**src/rtl/core/scpwm_pkg.sv**
```systemverilog
// Package for the six-channel servo PWM block: widths, reset values, codes.
// No dependencies.
`timescale 1ns / 1ps

package scpwm_pkg;

    // Field and register widths
    localparam int MIN_W    = 10;
    localparam int MAX_W    = 10;
    localparam int PERIOD_W = 12;
    localparam int BYTE_W   = 8;
    localparam int TICK_W   = 12;
    localparam int FI_W     = 8;
    localparam int PIN_W    = 6;
    localparam int CFG_IDX_W  = 2;
    localparam int CFG_DATA_W = 12;

    // span * byte fits in 18 bits, 100 * (count - min) in 19 bits
    localparam int PROD_W   = MIN_W + BYTE_W;
    localparam int SCALED_W = TICK_W + 7;

    // Command scale: a byte of 100 means full span
    localparam int CMD_SCALE = 100;

    // Default parameter values
    localparam int FRAME_LIMIT_DEF = 200;
    localparam int CHANNELS_DEF    = 6;

    // Register reset values
    localparam logic [MIN_W-1:0]    PULSE_MIN_RST = 10'd60;
    localparam logic [MAX_W-1:0]    PULSE_MAX_RST = 10'd236;
    localparam logic [PERIOD_W-1:0] PERIOD_RST    = 12'd2000;
    localparam logic [BYTE_W-1:0]   DELIM_RST     = 8'h65;
    localparam logic [MIN_W-1:0]    WIDTH_RST     = 10'd100;

    // Configuration register indexes
    typedef enum logic [CFG_IDX_W-1:0] {
        REG_PULSE_MIN = 2'd0,
        REG_PULSE_MAX = 2'd1,
        REG_PERIOD    = 2'd2,
        REG_DELIMITER = 2'd3
    } cfg_reg_t;

    // Input word kinds
    typedef enum logic {
        CMD_TICK = 1'b0,
        CMD_BYTE = 1'b1
    } cmd_t;

endpackage

```
**src/rtl/core/six_channel_servo_pwm_from_frames.sv**
```systemverilog
// Top level of the six-channel servo PWM generator fed by framed serial bytes.
// Depends on scpwm_pkg.
`timescale 1ns / 1ps

// A result word is registered into the output register, or into the skid word while
// the output stalls. Throughput: one word per cycle while the input is not stalled;
// all state updates in one registered pass. The output register plus one skid word
// hold two result words; the input stalls only while the skid word waits.
// Reset (rst_n low, async): counter and frame index 0, pins low, every channel
// width 100, registers 60 / 236 / 2000 / 0x65, output buffer empty.
module six_channel_servo_pwm_from_frames
    import scpwm_pkg::*;
#(
    parameter int FRAME_LIMIT = FRAME_LIMIT_DEF,
    parameter int CHANNELS    = CHANNELS_DEF
)
(
    input  logic                  clk,
    input  logic                  rst_n,
    // input channel
    input  logic                  in_valid,
    output logic                  in_stall,
    input  logic                  command,
    input  logic [BYTE_W-1:0]     rx_byte,
    // output channel
    output logic                  out_valid,
    input  logic                  out_stall,
    output logic [PIN_W-1:0]      pin_levels,
    // configuration write channel
    input  logic                  cfg_valid,
    output logic                  cfg_ready,
    input  logic [CFG_IDX_W-1:0]  cfg_index,
    input  logic [CFG_DATA_W-1:0] cfg_data
);

    // Configuration registers
    logic [MIN_W-1:0]    pulse_min_reg;
    logic [MAX_W-1:0]    pulse_max_reg;
    logic [PERIOD_W-1:0] period_reg;
    logic [BYTE_W-1:0]   delim_reg;

    // Core state; each channel keeps min and span*byte, so width = min + prod/100
    logic [TICK_W-1:0]   tick_count_reg, tick_count_next;
    logic [FI_W-1:0]     frame_index_reg, frame_index_next;
    logic [CHANNELS-1:0] pin_state_reg, pin_state_next;
    logic [MIN_W-1:0]    ch_min_reg  [CHANNELS];
    logic [PROD_W-1:0]   ch_prod_reg [CHANNELS];

    // Output buffer
    logic              out_valid_reg, out_valid_next;
    logic [PIN_W-1:0]  out_data_reg, out_data_next;
    logic              skid_valid_reg, skid_valid_next;
    logic [PIN_W-1:0]  skid_data_reg, skid_data_next;

    logic                in_accept, out_pop;
    logic                byte_acc, tick_acc, store_ok;
    logic [MIN_W-1:0]    span;
    logic [PROD_W-1:0]   prod_new;
    logic [TICK_W:0]     tick_inc;
    logic                wrap;
    logic [CHANNELS-1:0] ch_wr, hit;
    logic [TICK_W-1:0]   tick_diff [CHANNELS];
    logic [SCALED_W-1:0] diff_scaled [CHANNELS];
    logic [PIN_W-1:0]    result_word;

    assign cfg_ready  = 1'b1;
    assign in_stall   = skid_valid_reg;
    assign out_valid  = out_valid_reg;
    assign pin_levels = out_data_reg;

    assign in_accept = in_valid && !in_stall;
    assign out_pop   = out_valid_reg && !out_stall;
    assign byte_acc  = in_accept && (command == CMD_BYTE);
    assign tick_acc  = in_accept && (command == CMD_TICK);

    // Configuration writes
    always_ff @(posedge clk or negedge rst_n)
    begin
        if (!rst_n)
        begin
            pulse_min_reg <= PULSE_MIN_RST;
            pulse_max_reg <= PULSE_MAX_RST;
            period_reg    <= PERIOD_RST;
            delim_reg     <= DELIM_RST;
        end
        else if (cfg_valid && cfg_ready)
        begin
            unique case (cfg_reg_t'(cfg_index))
                REG_PULSE_MIN: pulse_min_reg <= cfg_data[MIN_W-1:0];
                REG_PULSE_MAX: pulse_max_reg <= cfg_data[MAX_W-1:0];
                REG_PERIOD:    period_reg    <= cfg_data[PERIOD_W-1:0];
                REG_DELIMITER: delim_reg     <= cfg_data[BYTE_W-1:0];
                default:       ;
            endcase
        end
    end

    // Frame handling: byte slot and span product (one 10x8 multiply)
    always_comb
    begin
        span     = (pulse_max_reg >= pulse_min_reg) ? (pulse_max_reg - pulse_min_reg) : '0;
        prod_new = PROD_W'(span) * PROD_W'(rx_byte);
        store_ok = (rx_byte != delim_reg) && (frame_index_reg < FI_W'(FRAME_LIMIT));

        frame_index_next = frame_index_reg;
        if (byte_acc)
            frame_index_next = store_ok ? (frame_index_reg + 1'b1) : '0;

        // slot 0 drives the last channel, slot k drives channel k-1
        for (int c = 0; c < CHANNELS; c++)
        begin
            if (c == CHANNELS - 1)
                ch_wr[c] = byte_acc && store_ok && (frame_index_reg == '0);
            else
                ch_wr[c] = byte_acc && store_ok && (frame_index_reg == FI_W'(c + 1));
        end
    end

    // Tick handling: counter wrap and per-channel compare
    // count > min + floor(prod/100)  <=>  count > min && prod < 100*(count - min)
    always_comb
    begin
        tick_inc = {1'b0, tick_count_reg} + 1'b1;
        wrap     = tick_inc >= {1'b0, period_reg};

        tick_count_next = tick_count_reg;
        if (tick_acc)
            tick_count_next = wrap ? '0 : tick_inc[TICK_W-1:0];

        for (int c = 0; c < CHANNELS; c++)
        begin
            tick_diff[c]   = tick_count_next - TICK_W'(ch_min_reg[c]);
            diff_scaled[c] = SCALED_W'(tick_diff[c]) * SCALED_W'(CMD_SCALE);
            hit[c] = (tick_count_next > TICK_W'(ch_min_reg[c]))
                  && (SCALED_W'(ch_prod_reg[c]) < diff_scaled[c]);
        end

        pin_state_next = pin_state_reg;
        if (tick_acc)
            pin_state_next = (wrap ? '0 : pin_state_reg) | hit;

        result_word = PIN_W'(pin_state_next);
    end

    // State registers
    always_ff @(posedge clk or negedge rst_n)
    begin
        if (!rst_n)
        begin
            tick_count_reg  <= '0;
            frame_index_reg <= '0;
            pin_state_reg   <= '0;
            for (int c = 0; c < CHANNELS; c++)
            begin
                ch_min_reg[c]  <= WIDTH_RST;
                ch_prod_reg[c] <= '0;
            end
        end
        else
        begin
            tick_count_reg  <= tick_count_next;
            frame_index_reg <= frame_index_next;
            pin_state_reg   <= pin_state_next;
            for (int c = 0; c < CHANNELS; c++)
            begin
                if (ch_wr[c])
                begin
                    ch_min_reg[c]  <= pulse_min_reg;
                    ch_prod_reg[c] <= prod_new;
                end
            end
        end
    end

    // Output buffer: result register with a skid word behind it
    always_comb
    begin
        out_valid_next  = out_valid_reg;
        out_data_next   = out_data_reg;
        skid_valid_next = skid_valid_reg;
        skid_data_next  = skid_data_reg;

        if (skid_valid_reg)
        begin
            if (out_pop)
            begin
                out_data_next   = skid_data_reg;
                skid_valid_next = 1'b0;
            end
        end
        else if (in_accept)
        begin
            if (!out_valid_reg || out_pop)
            begin
                out_valid_next = 1'b1;
                out_data_next  = result_word;
            end
            else
            begin
                skid_valid_next = 1'b1;
                skid_data_next  = result_word;
            end
        end
        else if (out_pop)
        begin
            out_valid_next = 1'b0;
        end
    end

    always_ff @(posedge clk or negedge rst_n)
    begin
        if (!rst_n)
        begin
            out_valid_reg  <= 1'b0;
            skid_valid_reg <= 1'b0;
        end
        else
        begin
            out_valid_reg  <= out_valid_next;
            skid_valid_reg <= skid_valid_next;
        end
    end

    // Payload words, no reset needed
    always_ff @(posedge clk)
    begin
        out_data_reg  <= out_data_next;
        skid_data_reg <= skid_data_next;
    end

endmodule

```
**config.mk**
```make
export PLATFORM = sky130hd
export DESIGN_NAME = six_channel_servo_pwm_from_frames
export DESIGN_NICKNAME = d
export VERILOG_FILES = /design/src/rtl/core/scpwm_pkg.sv /design/src/rtl/core/six_channel_servo_pwm_from_frames.sv
export SDC_FILE = /design/constraint.sdc
export NUM_CORES = 1
export LEC_CHECK = 0
export ABC_AREA = 1
export BUFFER_PORTS_ARGS = -buffer_cell sky130_fd_sc_hd__buf_4
export CORE_MARGIN = 3
export CORE_UTILIZATION = 40
export DETAILED_ROUTE_END_ITERATION = 8
export GPL_TIMING_DRIVEN = 0
export PLACE_DENSITY = 0.53
export SLEW_MARGIN = 20
export SYNTH_ARGS = -nofsm -noshare
export SYNTH_HDL_FRONTEND = slang
export SYNTH_SLANG_ARGS = --single-unit
export TNS_END_PERCENT = 20
```
**constraint.sdc**
```tcl
create_clock -name clk -period 9.47 [get_ports clk]
set_input_delay 0.947 -clock clk [delete_from_list [all_inputs] [get_ports clk]]
set_output_delay 0.947 -clock clk [all_outputs]
set_load 0.02 [all_outputs]
```
==> key figures <==
Layout
  – Finished Cell Area: 0.0275 mm2
  – Max FFs per register: 96
  – Area growth, synth to finish: 11.8%
  – Fin cells: 4025
  – Final core occ: 45.4%
  – Layout Nets: 3783
  – Layout cells sized above 1: 7.62%
  – Sequential cell area: 0.00601 mm2
  – Ant. Diodes: 0
  – Filler cells: 6090
  – Area occupied by multi-input gates: 0.0164 mm2

Synthesis
  – Synth top area share: 22.8%
  – Mapped cell area: 0.0246 mm2
  – Seq/Total Area, Yosys: 24.4%
  – Async S/R FF share, synth: 94.9%
  – Post-synth EDFFs: 12
  – Largest area contributor in the netlist: ha_1
  – Post-synth net total: 3695
  – Yosys cell types: 51
  – Top post-synthesis cells by area: ha_1, dfrtp_1, nand2_1, inv_1, fa_1
  – Synthesized area per cell: 7.87 um2
  – Syn Inst Count: 3128
  – Yosys warns: 0
  – Yosys reg bits: 236
  – Synth Flop Type: dfrtp_1

Floorplanning
  – Die area: 0.0645 mm2
  – Initial core utilization: 40.6%
  – Die Width: 254 um
  – Io pins: 37
  – Die outline height: 254 um
  – Core area: 0.0606 mm2
  – Cell row count: 90

Outcome
  – Status: finished, final reports clean

STA
  – Worst-margin pin slew: 0.890 ns
  – FMAX: 116 MHz
  – Final Hold Viols: 0
  – Slew HR: 40.7%
  – Slew Viols, Final: 0
  – Setup-failing EPs final: 0
  – Tmin final: 8.65 ns
  – Fin crit share: 91.3%
  – Setup Skew: 0.0233 ns
  – RSZ-0062 raised after global routing: no

Setup path
  – Most used cell, CP: nand2_1
  – Arrival time worst endpoint: 9.05 ns
  – Critical Path Source: tick_count_reg[2]
  – Maximum net fanout on the critical path: 7
  – CP endpoint kind: register
  – Slowest cell delay on critical path: 0.57 ns
  – Worst path slowest cell: fa_1
  – Critical Path Start Type: register
  – WP data required: 9.87 ns
  – WS Path Type: register to register
  – FF-to-FF Start: tick_count_reg[2]

Placed design
  – Number of port buffers: 31
  – RePlAce Congestion: 0.894
  – HPWL Detailed: 54.6 mm
  – Placed cell area: 0.0263 mm2
  – Placed insts: 3960

Clocking
  – Htree depth: 2
  – CTS tree: yes
  – Skew-Pair Late Insertion Delay: 0.56 ns
  – Reg clk slew, reported paths: 0.06 ns
  – CTS Buf Count: 35
  – Clock Tree Root: clkbuf_16
  – Clock buffer depth: 3
  – Clock sinks: 236
  – Hold buffer count at cts: 0

GRT
  – Gr ovfl total: 0
  – GRT Total Usage: 21.8%
  – Initial antenna violation count: 1
  – Vias in the first global route: 20600
  – Largest net degree at the start of global routing: 95
  – First-pass GRT wire length: 110 mm

Routing
  – Via density: 5.12
  – Post-route ant nets: 0
  – DRT Pass-1 Iters: 6
  – DR WL/cell: 17.0 um
  – Initial detailed-routing violation count: 1116
  – Via count: 20600
  – DRC errors left: 0
  – Routed wire length: 68.6 mm

Flow run
  – Max-Cap Viols: 0

Hold path
  – Hold Path Class: primary input to asynchronous set/reset pin
-- path summary, 6_finish.rpt --
kind / endpoint / slack [ns] / depth (start not counted)
worst min-delay path: ch_prod_reg[16] / 0.33 / 1
worst min register to register: ch_min_reg[55] / 0.48 / 2
max in group asynchronous: pulse_max_reg[7] / 7.89 / 3
worst max register to register: pin_levels[4] / 0.82 / 46
min in group clk: ch_min_reg[55] / 0.48 / 2
worst max-delay path: pin_levels[4] / 0.82 / 46
-- worst max-delay path: cells and delay by family, from the launching register on --
family / cells / cell delay [ns]
simple gates: 23 / 2.45
xor+xnor: 3 / 0.83
fa+ha+maj: 7 / 2.54
buf+inv: 6 / 0.89
flops: 1 / 0.44
compound gates: 7 / 1.29
-- layer usage --
metal  global-route usage (%)  part of all wire [%]  wire length, um
met5                        0                     0                0
met1                     29.5                    46            31800
met2                     37.1                    47            32100
met4                     5.34                   2.4             1640
met3                     2.91                   4.4             3050
-- kinds of logic after synthesis --
group	share of synthesized area (%)
AO/OA/AOI/OAI	10.9
XOR/XNOR	6.68
adder cells (fa/ha/maj)	30.2
buffers and inverters	9.55
flip-flops	24.4
other	0.0152
AND/OR/NAND/NOR	18.2
-- timing repair --
| action | CTS | global route |
|---|---|---|
| gates resized for setup | 0 | 1 |
| setup endpoints to repair | 0 | 2 |
| buffers inserted | 0 | 1 |
-- layout by cell type, fill, tap and decap left out, drive strengths merged, types with 6 or more instances in the layout --
cell type  instances
nand2            725
inv              534
ha               448
o21ai            234
a21oi            191
dfrtp            187
nor2             179
xor2             106
nand3            106
fa                91
xnor2             81
clkbuf            80
buf               77
dfstp             37
nor3              32
nand4             24
a21o              17
a31oi             13
edfxtp            12
o21a               8
o21bai             8
o31ai              8
o2111ai            7
or2                6
-- area by class of cell --
type,count,area share (%)
Clock inverter,15,0.677
Inverter,529,7.25
Timing Repair Buffer,51,1.91
Tap cell,782,3.56
Sequential cell,236,21.8
Clock buffer,49,3.74
Buffer,57,1.30
Multi-Input combinational cell,2306,59.7
-- per-stage QoR --
stage / hold slack (ns) / worst slack (ns) / setup TNS (ns)
after CTS: 0.304 / 0.614 / 0
after global placement: 0.463 / -0.822 / -8.54
final: 0.326 / 0.823 / 0
after detailed placement: 0.465 / 0.705 / 0
after global routing: 0.326 / 0.134 / 0
after floorplan: 0.445 / 2.36 / 0
-- cell usage after synthesis, drive strengths merged (3+ instances only) --
cell / n
clkbuf: 31
o2111ai: 7
o31ai: 8
nor3b: 3
or2: 6
o21ai: 234
a31oi: 13
dfrtp: 187
nand3: 106
o21bai: 8
ha: 448
dfstp: 37
nand2: 725
a211oi: 4
xnor2: 81
nand4: 24
buf: 26
a21o: 17
edfxtp: 12
fa: 91
a21oi: 191
nor3: 32
nor2: 179
inv: 529
o22ai: 4
xor2: 106
o21a: 8
Power is left out: the tool's default activity adds up to more than one toggle a clock period on the data nets, which glitch-free logic cannot reach.
